File: config.mk
export PLATFORM = sky130hd
export DESIGN_NAME = i2c_transfer_chunk_sequencer_unit
export DESIGN_NICKNAME = d
export VERILOG_FILES = /design/src/design/i2ctcs_pkg.sv /design/src/design/i2ctcs_dp.sv /design/src/design/i2ctcs_ctrl.sv /design/src/design/i2c_transfer_chunk_sequencer_unit.sv
export SDC_FILE = /design/constraint.sdc
export NUM_CORES = 2
export LEC_CHECK = 0
export BUFFER_PORTS_ARGS = -buffer_cell sky130_fd_sc_hd__buf_2
export CAP_MARGIN = 0
export CELL_PAD_IN_SITES_DETAIL_PLACEMENT = 1
export CELL_PAD_IN_SITES_GLOBAL_PLACEMENT = 2
export CORE_UTILIZATION = 40
export CTS_CLUSTER_DIAMETER = 150
export DETAILED_ROUTE_END_ITERATION = 6
export PLACE_DENSITY_LB_ADDON = 0.1
export SETUP_SLACK_MARGIN = 0.1
export SLEW_MARGIN = 20
export SYNTH_ARGS = -nofsm -noshare
export SYNTH_HDL_FRONTEND = slang
export SYNTH_SLANG_ARGS = --single-unit
File: constraint.sdc
create_clock -name clk -period 17 [get_ports clk]
set_clock_uncertainty 0.05 [all_clocks]
set_input_delay 1.7 -clock clk [delete_from_list [all_inputs] [get_ports clk]]
set_output_delay 1.7 -clock clk [all_outputs]
set_load 0.005 [all_outputs]
File: src/design/i2ctcs_pkg.sv
package i2ctcs_pkg;

  // Result kinds.
  localparam logic [2:0] KIND_START    = 3'd0;
  localparam logic [2:0] KIND_RESTART  = 3'd1;
  localparam logic [2:0] KIND_CONTINUE = 3'd2;
  localparam logic [2:0] KIND_STOP     = 3'd3;
  localparam logic [2:0] KIND_REPORT   = 3'd4;

  // Completion status codes; ST_NONE means no completion has been picked.
  localparam logic [2:0] ST_DONE    = 3'd0;
  localparam logic [2:0] ST_NOANS   = 3'd1;
  localparam logic [2:0] ST_ARLO    = 3'd2;
  localparam logic [2:0] ST_BERR    = 3'd3;
  localparam logic [2:0] ST_DISCARD = 3'd4;
  localparam logic [2:0] ST_FULL    = 3'd5;
  localparam logic [2:0] ST_NONE    = 3'd7;

  // Request types.
  localparam logic REQ_ENQUEUE = 1'b0;
  localparam logic REQ_EVENT   = 1'b1;

  // Flag positions within event_flags.
  localparam int FLAG_TCR  = 0;
  localparam int FLAG_TC   = 1;
  localparam int FLAG_NACK = 2;
  localparam int FLAG_ARLO = 3;
  localparam int FLAG_BERR = 4;

  // Source of the payload of a result.
  localparam logic [1:0] SRC_NONE  = 2'd0;
  localparam logic [1:0] SRC_INPUT = 2'd1;
  localparam logic [1:0] SRC_HEAD  = 2'd2;
  localparam logic [1:0] SRC_CHUNK = 2'd3;

  typedef struct packed {
    logic       capture;
    logic       enq_write;
    logic       pop;
    logic       calc1;
    logic       calc_zero;
    logic       calc2;
    logic       off_load;
    logic       off_add;
    logic       emit;
    logic [2:0] kind;
    logic [2:0] status;
    logic [1:0] src;
    logic       last;
  } cmd_t;

  typedef struct packed {
    logic       req_type;
    logic       empty_req;
    logic       full;
    logic       count_zero;
    logic       count_one;
    logic [4:0] flags;
    logic       has_chunk;
    logic       out_free;
  } stat_t;

endpackage

File: src/design/i2ctcs_dp.sv
module i2ctcs_dp #(
  parameter int QUEUE_DEPTH = 8,
  parameter int MAX_CHUNK   = 255
) (
  input  logic                clk,
  input  logic                rst,
  input  i2ctcs_pkg::cmd_t    cmd,
  output i2ctcs_pkg::stat_t   stat,
  input  logic [119:0]        s_tdata,
  input  logic                s_tuser,
  output logic                m_tvalid,
  input  logic                m_tready,
  output logic [63:0]         m_tdata,
  output logic [2:0]          m_tuser,
  output logic                m_tlast
);

  localparam int IW = (QUEUE_DEPTH > 1) ? $clog2(QUEUE_DEPTH) : 1;
  localparam int CW = $clog2(QUEUE_DEPTH + 1);
  localparam logic [15:0] MAXC = 16'(MAX_CHUNK);
  localparam logic [IW-1:0] LAST_IDX = IW'(QUEUE_DEPTH - 1);

  // Descriptor stores, read continuously at the head.
  logic [15:0] mem_dat [QUEUE_DEPTH];
  logic [31:0] mem_la  [QUEUE_DEPTH];
  logic [31:0] mem_ra  [QUEUE_DEPTH];
  logic [31:0] mem_sz  [QUEUE_DEPTH];
  logic [15:0] rd_dat;
  logic [31:0] rd_la;
  logic [31:0] rd_ra;
  logic [31:0] rd_sz;

  logic [IW-1:0] head;
  logic [IW-1:0] tail;
  logic [CW-1:0] count;
  logic [16:0]   byte_offset;

  // Captured request.
  logic        req_type;
  logic [7:0]  req_tag;
  logic        req_is_read;
  logic [6:0]  req_saddr;
  logic [31:0] req_la;
  logic [15:0] req_ls;
  logic [31:0] req_ra;
  logic [15:0] req_rs;
  logic [4:0]  req_flags;

  // Chunk calculation, first and second step.
  logic [16:0] c1_off;
  logic [31:0] c1_base;
  logic [15:0] c1_size;
  logic        c1_fin;
  logic [31:0] ch_addr;
  logic [7:0]  ch_len;
  logic        ch_fin;
  logic        ch_has;

  logic [16:0] calc_off;
  logic        calc_lt;
  logic        c2_has;
  logic [15:0] c2_rem;
  logic        c2_big;
  logic        out_free;

  always_ff @(posedge clk) begin
    if (cmd.capture) begin
      req_type    <= s_tuser;
      req_tag     <= s_tdata[7:0];
      req_is_read <= s_tdata[8];
      req_saddr   <= s_tdata[15:9];
      req_la      <= s_tdata[47:16];
      req_ls      <= s_tdata[63:48];
      req_ra      <= s_tdata[95:64];
      req_rs      <= s_tdata[111:96];
      req_flags   <= s_tdata[116:112];
    end
  end

  always_ff @(posedge clk) begin
    if (cmd.enq_write) begin
      mem_dat[tail] <= {req_is_read, req_saddr, req_tag};
      mem_la[tail]  <= req_la;
      mem_ra[tail]  <= req_ra;
      mem_sz[tail]  <= {req_rs, req_ls};
    end
    rd_dat <= mem_dat[head];
    rd_la  <= mem_la[head];
    rd_ra  <= mem_ra[head];
    rd_sz  <= mem_sz[head];
  end

  always_ff @(posedge clk) begin
    if (rst) begin
      head  <= '0;
      tail  <= '0;
      count <= '0;
    end else if (cmd.enq_write) begin
      tail  <= (tail == LAST_IDX) ? '0 : tail + 1'b1;
      count <= count + 1'b1;
    end else if (cmd.pop) begin
      head  <= (head == LAST_IDX) ? '0 : head + 1'b1;
      count <= count - 1'b1;
    end
  end

  // The stream runs through the local buffer first, then the remote one.
  always_comb begin
    calc_off = cmd.calc_zero ? 17'd0 : byte_offset;
    calc_lt  = calc_off < {1'b0, rd_sz[15:0]};
    c2_has   = c1_off < {1'b0, c1_size};
    c2_rem   = c1_size - c1_off[15:0];
    c2_big   = c2_rem > MAXC;
  end

  always_ff @(posedge clk) begin
    if (cmd.calc1) begin
      c1_off  <= calc_lt ? calc_off : calc_off - {1'b0, rd_sz[15:0]};
      c1_base <= calc_lt ? rd_la : rd_ra;
      c1_size <= calc_lt ? rd_sz[15:0] : rd_sz[31:16];
      c1_fin  <= calc_lt ? (rd_sz[31:16] == 16'd0) : 1'b1;
    end
    if (cmd.calc2) begin
      ch_has  <= c2_has;
      ch_len  <= c2_big ? MAXC[7:0] : c2_rem[7:0];
      ch_fin  <= c2_big ? 1'b0 : c1_fin;
      ch_addr <= c1_base + 32'(c1_off);
    end
  end

  always_ff @(posedge clk) begin
    if (rst) begin
      byte_offset <= '0;
    end else if (cmd.off_load) begin
      byte_offset <= ch_has ? 17'(ch_len) : 17'd0;
    end else if (cmd.off_add) begin
      byte_offset <= byte_offset + 17'(ch_len);
    end
  end

  assign out_free = !m_tvalid || m_tready;

  always_ff @(posedge clk) begin
    if (rst) begin
      m_tvalid <= 1'b0;
    end else if (cmd.emit) begin
      m_tvalid <= 1'b1;
    end else if (m_tready) begin
      m_tvalid <= 1'b0;
    end
  end

  always_ff @(posedge clk) begin
    if (cmd.emit) begin
      m_tuser <= cmd.kind;
      m_tlast <= cmd.last;
      case (cmd.src)
        i2ctcs_pkg::SRC_INPUT: begin
          m_tdata <= {4'd0, cmd.status, 41'd0, req_saddr, req_is_read, req_tag};
        end
        i2ctcs_pkg::SRC_HEAD: begin
          m_tdata <= {4'd0, cmd.status, 41'd0, rd_dat[14:8], rd_dat[15], rd_dat[7:0]};
        end
        i2ctcs_pkg::SRC_CHUNK: begin
          m_tdata <= {4'd0, cmd.status, ch_has & ~ch_fin,
                      ch_has ? ch_len : 8'd0, ch_has ? ch_addr : 32'd0,
                      rd_dat[14:8], rd_dat[15], rd_dat[7:0]};
        end
        default: begin
          m_tdata <= '0;
        end
      endcase
    end
  end

  always_comb begin
    stat.req_type   = req_type;
    stat.empty_req  = (req_ls == 16'd0) && (req_rs == 16'd0);
    stat.full       = count == CW'(QUEUE_DEPTH);
    stat.count_zero = count == '0;
    stat.count_one  = count == CW'(1);
    stat.flags      = req_flags;
    stat.has_chunk  = ch_has;
    stat.out_free   = out_free;
  end

  a_count_bound: assert property (@(posedge clk) disable iff (rst)
    count <= CW'(QUEUE_DEPTH))
    else $error("queue count beyond depth");

  a_pop_nonempty: assert property (@(posedge clk) disable iff (rst)
    cmd.pop |-> count != '0)
    else $error("pop from an empty queue");

  a_write_room: assert property (@(posedge clk) disable iff (rst)
    cmd.enq_write |-> count < CW'(QUEUE_DEPTH))
    else $error("write into a full queue");

  a_emit_free: assert property (@(posedge clk) disable iff (rst)
    cmd.emit |-> out_free)
    else $error("result loaded over one still waiting");

endmodule

File: src/design/i2ctcs_ctrl.sv
module i2ctcs_ctrl (
  input  logic               clk,
  input  logic               rst,
  input  logic               s_tvalid,
  output logic               s_tready,
  input  i2ctcs_pkg::stat_t  stat,
  output i2ctcs_pkg::cmd_t   cmd
);

  localparam logic [2:0] S_IDLE    = 3'd0;
  localparam logic [2:0] S_DECODE  = 3'd1;
  localparam logic [2:0] S_READ    = 3'd2;
  localparam logic [2:0] S_CALC1   = 3'd3;
  localparam logic [2:0] S_CALC2   = 3'd4;
  localparam logic [2:0] S_CHUNK   = 3'd5;
  localparam logic [2:0] S_RESOLVE = 3'd6;
  localparam logic [2:0] S_STOP    = 3'd7;

  logic [2:0] state;
  logic [2:0] state_next;
  logic       mode_start;
  logic       mode_start_next;
  logic [2:0] start_kind;
  logic [2:0] start_kind_next;
  logic [2:0] st;
  logic [2:0] st_next;
  logic [2:0] flag_st;

  always_ff @(posedge clk) begin
    if (rst) begin
      state      <= S_IDLE;
      mode_start <= 1'b0;
      start_kind <= i2ctcs_pkg::KIND_START;
      st         <= i2ctcs_pkg::ST_NONE;
    end else begin
      state      <= state_next;
      mode_start <= mode_start_next;
      start_kind <= start_kind_next;
      st         <= st_next;
    end
  end

  // The highest flag present wins, as later flags override earlier ones.
  always_comb begin
    if (stat.flags[i2ctcs_pkg::FLAG_BERR]) begin
      flag_st = i2ctcs_pkg::ST_BERR;
    end else if (stat.flags[i2ctcs_pkg::FLAG_ARLO]) begin
      flag_st = i2ctcs_pkg::ST_ARLO;
    end else if (stat.flags[i2ctcs_pkg::FLAG_NACK]) begin
      flag_st = i2ctcs_pkg::ST_NOANS;
    end else if (stat.flags[i2ctcs_pkg::FLAG_TC]) begin
      flag_st = i2ctcs_pkg::ST_DONE;
    end else begin
      flag_st = i2ctcs_pkg::ST_NONE;
    end
  end

  always_comb begin
    state_next      = state;
    mode_start_next = mode_start;
    start_kind_next = start_kind;
    st_next         = st;
    cmd             = '0;
    s_tready        = 1'b0;
    case (state)
      S_IDLE: begin
        s_tready = 1'b1;
        if (s_tvalid) begin
          cmd.capture = 1'b1;
          state_next  = S_DECODE;
        end
      end
      S_DECODE: begin
        if (stat.out_free) begin
          if (stat.req_type == i2ctcs_pkg::REQ_ENQUEUE) begin
            if (stat.empty_req || stat.full) begin
              cmd.emit   = 1'b1;
              cmd.src    = i2ctcs_pkg::SRC_INPUT;
              cmd.kind   = i2ctcs_pkg::KIND_REPORT;
              cmd.status = stat.empty_req ? i2ctcs_pkg::ST_DISCARD : i2ctcs_pkg::ST_FULL;
              cmd.last   = 1'b1;
              state_next = S_IDLE;
            end else begin
              cmd.enq_write = 1'b1;
              if (stat.count_zero) begin
                mode_start_next = 1'b1;
                start_kind_next = i2ctcs_pkg::KIND_START;
                state_next      = S_READ;
              end else begin
                state_next = S_IDLE;
              end
            end
          end else if (stat.flags[i2ctcs_pkg::FLAG_TCR] && !stat.count_zero) begin
            mode_start_next = 1'b0;
            state_next      = S_READ;
          end else if (flag_st != i2ctcs_pkg::ST_NONE) begin
            st_next    = flag_st;
            state_next = S_RESOLVE;
          end else begin
            state_next = S_IDLE;
          end
        end
      end
      S_READ: begin
        state_next = S_CALC1;
      end
      S_CALC1: begin
        cmd.calc1     = 1'b1;
        cmd.calc_zero = mode_start;
        state_next    = S_CALC2;
      end
      S_CALC2: begin
        cmd.calc2  = 1'b1;
        state_next = S_CHUNK;
      end
      S_CHUNK: begin
        if (stat.out_free) begin
          if (mode_start) begin
            cmd.emit     = 1'b1;
            cmd.src      = i2ctcs_pkg::SRC_CHUNK;
            cmd.kind     = start_kind;
            cmd.status   = i2ctcs_pkg::ST_DONE;
            cmd.last     = 1'b1;
            cmd.off_load = 1'b1;
            state_next   = S_IDLE;
          end else if (stat.has_chunk) begin
            cmd.emit    = 1'b1;
            cmd.src     = i2ctcs_pkg::SRC_CHUNK;
            cmd.kind    = i2ctcs_pkg::KIND_CONTINUE;
            cmd.status  = i2ctcs_pkg::ST_DONE;
            cmd.last    = flag_st == i2ctcs_pkg::ST_NONE;
            cmd.off_add = 1'b1;
            if (flag_st == i2ctcs_pkg::ST_NONE) begin
              state_next = S_IDLE;
            end else begin
              st_next    = flag_st;
              state_next = S_RESOLVE;
            end
          end else begin
            // Nothing left to send counts as a clean finish unless a flag says otherwise.
            st_next    = (flag_st == i2ctcs_pkg::ST_NONE) ? i2ctcs_pkg::ST_DONE : flag_st;
            state_next = S_RESOLVE;
          end
        end
      end
      S_RESOLVE: begin
        if (stat.out_free) begin
          if (!stat.count_zero) begin
            cmd.emit   = 1'b1;
            cmd.src    = i2ctcs_pkg::SRC_HEAD;
            cmd.kind   = i2ctcs_pkg::KIND_REPORT;
            cmd.status = st;
            cmd.pop    = 1'b1;
            cmd.last   = stat.count_one && (st != i2ctcs_pkg::ST_DONE);
            if (!stat.count_one) begin
              mode_start_next = 1'b1;
              start_kind_next = (st == i2ctcs_pkg::ST_DONE) ? i2ctcs_pkg::KIND_RESTART
                                                            : i2ctcs_pkg::KIND_START;
              state_next      = S_READ;
            end else if (st == i2ctcs_pkg::ST_DONE) begin
              state_next = S_STOP;
            end else begin
              state_next = S_IDLE;
            end
          end else if (st == i2ctcs_pkg::ST_DONE) begin
            cmd.emit   = 1'b1;
            cmd.src    = i2ctcs_pkg::SRC_NONE;
            cmd.kind   = i2ctcs_pkg::KIND_STOP;
            cmd.status = i2ctcs_pkg::ST_DONE;
            cmd.last   = 1'b1;
            state_next = S_IDLE;
          end else begin
            state_next = S_IDLE;
          end
        end
      end
      S_STOP: begin
        if (stat.out_free) begin
          cmd.emit   = 1'b1;
          cmd.src    = i2ctcs_pkg::SRC_NONE;
          cmd.kind   = i2ctcs_pkg::KIND_STOP;
          cmd.status = i2ctcs_pkg::ST_DONE;
          cmd.last   = 1'b1;
          state_next = S_IDLE;
        end
      end
      default: begin
        state_next = S_IDLE;
      end
    endcase
  end

endmodule

File: src/design/i2c_transfer_chunk_sequencer_unit.sv
// Channel   Direction  Handshake            Contents
// s_*       in         s_tvalid/s_tready    enqueue request or controller flag event
// m_*       out        m_tvalid/m_tready    start, restart, continue, stop or report
//
// One request is handled at a time by the sequencer state machine; s_tready is
// high only while it waits for a request. A start goes through the head-entry
// memory read and the two-step chunk calculation before its result is loaded,
// and an event that continues, reports and restarts goes through them twice.
// A result waiting in the output register holds the sequencer until it is
// taken. Reset is synchronous and empties the queue at once.
module i2c_transfer_chunk_sequencer_unit #(
  parameter int QUEUE_DEPTH = 8,
  parameter int MAX_CHUNK   = 255
) (
  input  logic         clk,
  input  logic         rst,
  input  logic         s_tvalid,
  output logic         s_tready,
  // tag, is_read, slave_address, local_addr, local_len, remote_addr,
  // remote_len, event_flags, zero fill
  input  logic [119:0] s_tdata,
  // req_type
  input  logic         s_tuser,
  output logic         m_tvalid,
  input  logic         m_tready,
  // out_tag, out_is_read, out_slave_address, dma_addr, chunk_len, reload,
  // status, zero fill
  output logic [63:0]  m_tdata,
  // out_kind
  output logic [2:0]   m_tuser,
  output logic         m_tlast
);

  i2ctcs_pkg::cmd_t  cmd;
  i2ctcs_pkg::stat_t stat;

  i2ctcs_ctrl u_ctrl (
    .clk      (clk),
    .rst      (rst),
    .s_tvalid (s_tvalid),
    .s_tready (s_tready),
    .stat     (stat),
    .cmd      (cmd)
  );

  i2ctcs_dp #(
    .QUEUE_DEPTH (QUEUE_DEPTH),
    .MAX_CHUNK   (MAX_CHUNK)
  ) u_dp (
    .clk      (clk),
    .rst      (rst),
    .cmd      (cmd),
    .stat     (stat),
    .s_tdata  (s_tdata),
    .s_tuser  (s_tuser),
    .m_tvalid (m_tvalid),
    .m_tready (m_tready),
    .m_tdata  (m_tdata),
    .m_tuser  (m_tuser),
    .m_tlast  (m_tlast)
  );

endmodule

; After elaboration in Yosys (flattened, before gate mapping)
; Memories as Yosys holds them, arrays and structs flattened. A register that Yosys moved wholly into a read port is not among the register bits.
; Cells that the tools add are included.
[op_classes]
addsub = 8
n_lt_le_gt_ge = 3
eq_ne = 34
muxes = 94
bitwise_logic = 3
reduce_logical = 24
[op_table]
columns = operator, n
row1 = $pmux W60 S3, 1
row2 = $mux W3, 37
row3 = $mux W10, 8
row4 = $mux W17, 4
row5 = $mux W32, 2
row6 = $logic_not A16 Y1, 3
row7 = $pmux W10 S4, 1
row8 = $lt A17 B16 Y1, 2
row9 = $add A32 B17 Y32, 1
row10 = $mux W1, 27
row11 = $pmux W3 S8, 1
row12 = $reduce_and A8 Y1, 3
row13 = $eq A3 B3 Y1 const B, 7
row14 = $add A17 B8 Y17, 1
row15 = $sub A17 B16 Y17, 1
row16 = $gt A16 B8 Y1 const B, 1
row17 = $mux W16, 1
row18 = $mux W8, 2
row19 = $sub A16 B16 Y16, 1
row20 = $ne A2 B1 Y1 const B, 7
row21 = $ne A2 B2 Y1 const B, 7
row22 = $mux W12, 1
row23 = $pmux W3 S2, 2
row24 = $mux W11, 1
row25 = 26 further kinds, 44
[word_totals]
ff_bits = 332
ram_bits = 896
out_inout_bits = 70
word_cells = 199
mem_count = 4
[memory_table]
columns = memory, depth, word_bits, rd, rd_clocked_by_memory_dff, wr, line
row1 = u_dp.mem_la, 8, 32, 1, 1, 1, i2ctcs_dp.sv:25  ; logic [31:0] mem_la [QUEUE_DEPTH];
row2 = u_dp.mem_ra, 8, 32, 1, 1, 1, i2ctcs_dp.sv:26  ; logic [31:0] mem_ra [QUEUE_DEPTH];
row3 = u_dp.mem_sz, 8, 32, 1, 1, 1, i2ctcs_dp.sv:27  ; logic [31:0] mem_sz [QUEUE_DEPTH];
row4 = u_dp.mem_dat, 8, 16, 1, 1, 1, i2ctcs_dp.sv:24  ; logic [15:0] mem_dat [QUEUE_DEPTH];

; Logic depth before layout (Yosys ltp)
[logic_depth]
ltp_word = 11
depth_mapped = 17
ltp_nobuf = 14

; Modules after synthesis
; Synthesis repeated with hierarchy kept, for this count alone.
[hier_totals]
hier_cells = 2684
area_unflattened_um2 = 51574.5
[by_module_without_submodules]
columns = mod, instances, cells_each, area_per_inst_um2, seq_area_each_um2
row1 = i2ctcs_dp, 1, 2578, 50808.7, 38416.8
row2 = i2ctcs_ctrl, 1, 106, 765.7, 160.2

; Worst setup path before layout
; Ideal clock, no wire load.
[synth_timing]
kind = input -> register
start = input m_tready
end = memory u_dp.mem_dat[4][0], enable pin
arrival_ns = 13.772
required_ns = 16.053
path_slack_ns = 2.282
stages = 5
path_cell_list = nor2b_1 clkbuf_1 nor3_1 nand2_1 nor4b_1
[synth_between]
elab_chain_cells = 5
[synth_lines]
columns = item, line
row1 = start: declaration, i2c_transfer_chunk_sequencer_unit.sv:25  ; input logic m_tready,
row2 = $logic_or A1 B1 Y1, i2ctcs_dp.sv:141  ; assign out_free = !m_tvalid || m_tready;
row3 = $mux W1, i2ctcs_ctrl.sv:74  ; if (stat.out_free) begin
row4 = $mux W1, i2ctcs_ctrl.sv:65  ; case (state)
row5 = $mux W1, i2ctcs_dp.sv:81  ; if (cmd.enq_write) begin
row6 = $mux W1 (not written as such), i2ctcs_dp.sv:82  ; mem_dat[tail] <= {req_is_read, req_saddr, req_tag};
row7 = end: declaration, i2ctcs_dp.sv:24
; Every way passes these cells.

; Final worst setup path
[layout_timing]
start = register u_ctrl.state[1]
end = register u_dp.c1_off[4] (data pin)
[layout_between]
elab_chain_cells = 5
[layout_lines]
columns = item, line
row1 = start: declaration, i2ctcs_ctrl.sv:19  ; logic [2:0] state;
row2 = start signal: assignment, i2ctcs_ctrl.sv:36  ; state <= state_next;
row3 = $eq A3 B2 Y1 (*), i2ctcs_ctrl.sv:65
row4 = $mux W2 (*), i2ctcs_ctrl.sv:65
row5 = $mux W17 (*), i2ctcs_dp.sv:109  ; calc_off = cmd.calc_zero ? 17'd0 : byte_offset;
row6 = $sub A17 B16 Y17 / $lt A17 B16 Y1 (equally long branches), "i2ctcs_dp.sv:118, i2ctcs_dp.sv:110"
row7 = $mux W17 (*), i2ctcs_dp.sv:118  ; c1_off <= calc_lt ? calc_off : calc_off - {1'b0, rd_sz[15:0]};
row8 = end signal: assignment, i2ctcs_dp.sv:118
row9 = end: declaration, i2ctcs_dp.sv:50  ; logic [16:0] c1_off;
; Mark *: on every way between the ends. The rest lies on a longest branch, timed or not.
; A chain may end at the register's enable or synchronous reset.

==> results.md <==
- Worst r2r src: u_ctrl.state[1]
- Max Cap Viol: 0
- Final HPWL DP: 69200 um
- Primary FF master, synth: edfxtp_1
- FF+latch count, synth: 1334
- Port-buffer cells: between 150 and 200
- Worst endpoint required time: 17.41 ns
- Synth cell types: 72
- Max clock buf depth: 3
- Final instance area: 58800 sq um
- Row count: 130
- Area Overhead vs Synth: 14.8%
- All-Layer GR Usage: 0.189
- CP endpoint kind: flip-flop
- Filler cells: 11700
- CTS Buf Count: about 140
- Cell accounting for the most synthesized area: edfxtp_1
- Post-CTS sizing: 0
- Layout cells sized above 1: 0.256
- Iter 0 DRT Violations: 1640
- Syn avg cell area: approximately 19 sq um
- Fin crit period: 5.76 ns
- Leak: roughly 20 nW
- Crit Path Class: flip-flop to flip-flop
- Final number of setup-violating endpoints: 0
- Area occupied by multi-input gates: roughly 12000 sq um
- Fin nets: 3189
- CORE AREA: 126000 sq um
- Pin count of the biggest net entering global routing: ~110
- Worst EP arrival: 6.17 ns
- Non-filler cells, final: 4752
- Placed Area: 54200 sq um
- Vias per cell: 5.31
- IR drop worst, VDD: 0.000104 V
- Avg WL per Cell: approximately 25 um
- Register area share after synthesis: 0.753
- Worst min path class: flip-flop to flip-flop
- Final Hold Viols: 0
- Post-CTS Setup Bufs: 0
- Final WL: 121000 um
- Final Max Slew Viols: 0
- Status: completed
- Vias: 25200
- Mapped cell area: 51200 sq um
- Cts hold-fix bufs: 0
- Synthesis warning total: 0
- Die Y: 360 um
- Clk root buf: clkbuf_16
- Tightest Pin Transition: between 1 and 1.5 ns
- Largest cells by area after synthesis: edfxtp_1 70%, mux4_2 9.9%, dfxtp_1 5.8%
- Crit Path Max Fanout: 59
- Final ANT Viol Nets: 0
- Die footprint: 129000 sq um
- Total grt overflow: 0
- Clock Latency Late Sink: 0.77 ns
- Starting Density: 0.406
- Unrepaired setup endpoints after global routing: false
- First-pass DRT Iterations: 5
- Worst-path clk slew: 0.06 ns
- Die Wd: about 360 um
- I/O pin cnt: 195
- Final GP Congestion: 0.785
- DRC Markers: 0
- Sink Count: 1334
- TNS Setup: 0 ns
- F_max: 174 MHz
- Pwr dens: 118 nW/um^2
- Tcrit/Tclk final: 0.339
- Worst hold slack: between 0.4 and 0.5 ns
- Post-synth EDFFs: 1186
- TritonCTS clock tree: done
- Placed cell count: 4484
- Reg area: 38600 sq um
- Mapped Cells: 2718
- Hold_sp: u_dp.rd_ra[18]
- Vias in the first global route: 27500
- Async S/R FF share, synth: 0
- First-pass GRT wire length: roughly 180000 um
- Crit path from: u_ctrl.state[1]
- Share of the synthesized area in the top cell type: 0.696
- Relative max-transition margin: 0.300
- H-tree level count: 4
- Initial antenna violation count: 4
- CP Launch Type: flip-flop
## cell type report
| class | count | share of cell area |
|---|---|---|
| Timing Repair Buffer | 225 | 0.0221 |
| Inverter | 75 | 0.00479 |
| Clock buffer | 212 | 0.0693 |
| Sequential cell | 1334 | 0.656 |
| Antenna cell | 2 | 0.0000851 |
| Tap cell | 1650 | 0.0351 |
| Clock inverter | 54 | 0.00907 |
| Multi-Input combinational cell | 1200 | 0.203 |
## synth_stat cells, drive strengths merged, types with 4 or more instances
master   number
a2111oi       4
a211oi       12
a21boi        6
a21o         24
a21oi        63
a22o         17
a31oi         8
and2         21
and3         51
buf          41
clkbuf       71
dfxtp       148
edfxtp     1186
fa            4
ha           80
inv          75
mux2        112
mux4        224
nand2       188
nand2b       18
nand3        14
nand3b        4
nand4        13
nor2         65
nor2b         9
nor3         29
nor3b         6
nor4         17
o211ai        5
o21a         13
o21ai        67
o21bai        8
o31ai         7
or3           7
xnor2        28
xor2         31
## path summary, 6_finish.rpt
kind                                    endpoint  slack (ns)  cells past startpoint
worst max-delay path              u_dp.c1_off[4]       11.24                     14
worst min-delay path            u_dp.c1_base[18]        0.44                      2
worst max register to register    u_dp.c1_off[4]       11.24                     14
worst min register to register  u_dp.c1_base[18]        0.44                      2
## metrics by stage
stage / utilization / setup WS, ns / power (W)
global route: 0.466 / 10.82 / 0.00714
detailed placement: 0.429 / 11.19 / 0.00396
finish: 0.466 / 11.24 / 0.00692
global placement: 0.429 / 11.18 / 0.00395
CTS: 0.466 / 11.15 / 0.00701
floorplan: - / 2.28 / 0.00387
## where the power goes
group          total (W)  internal, W  switching, W  leakage [nW]
combinational   0.000158    0.0000597     0.0000983          5.47
clock            0.00303      0.00177       0.00126          2.24
sequential       0.00373      0.00366     0.0000690          12.0
total            0.00692      0.00549       0.00143          19.7
## cells in the final DEF (no fill, tap or decap), drive strengths merged, types with 18 or more instances in the layout
| master | instances |
|---|---|
| clkinv | 34 |
| xor2 | 31 |
| and3 | 51 |
| inv | 83 |
| edfxtp | 1186 |
| dfxtp | 148 |
| nor3 | 29 |
| ha | 80 |
| nor2 | 65 |
| clkbuf | 212 |
| xnor2 | 28 |
| mux2 | 112 |
| and2 | 21 |
| a21oi | 63 |
| mux4 | 224 |
| nand2b | 18 |
| o21ai | 67 |
| nand2 | 188 |
| buf | 225 |
| a21o | 24 |
## sequential cells by signal (all words and copies together) (netlist names), 17 cells and up
signal and flops:
u_dp.c1_off 17, u_dp.mem_la 256, u_dp.req_la 32, u_dp.req_ra 32, u_dp.byte_offset 17, u_dp.rd_sz 32, u_dp.c1_base 32, u_dp.m_tdata 60
u_dp.rd_ra 32, u_dp.mem_sz 256, u_dp.ch_addr 32, u_dp.rd_la 32, u_dp.mem_ra 256, u_dp.mem_dat 128
## layer usage
layer  share of wire  track usage  vias to the layer above
li1                -            -                    11300
met1            0.46        0.261                    13300
met2            0.48        0.311                      472
met3           0.037       0.0325                      156
met4           0.019       0.0500                        0
met5               0            0                        -
## kinds of logic after synthesis
logic type | Yosys count | synth area share
AOI/OAI and AO/OA | 265 | 0.0341
xor gates and xnor gates | 59 | 0.0101
adders and majority gates | 84 | 0.0211
buffers and inverters | 187 | 0.0151
DFF | 1334 | 0.753
muxes | 338 | 0.124
other | 1 | 0.0000732
and+or+nand+nor | 450 | 0.0425
## worst max-delay path: stages, from the launching register on
cell	delay [ns]
dfxtp_1	0.55
nor2b_1	0.27
and2_2	0.18
buf_4	0.50
nand2_1	0.51
and2_1	0.35
ha_1	0.33
o21ai_0	0.17
a21oi_1	0.10
o31ai_1	0.49
a21oi_1	0.23
o31a_1	0.38
o41ai_4	0.37
buf_4	0.75
o31ai_1	0.19
(Power assumes the default switching activity.)
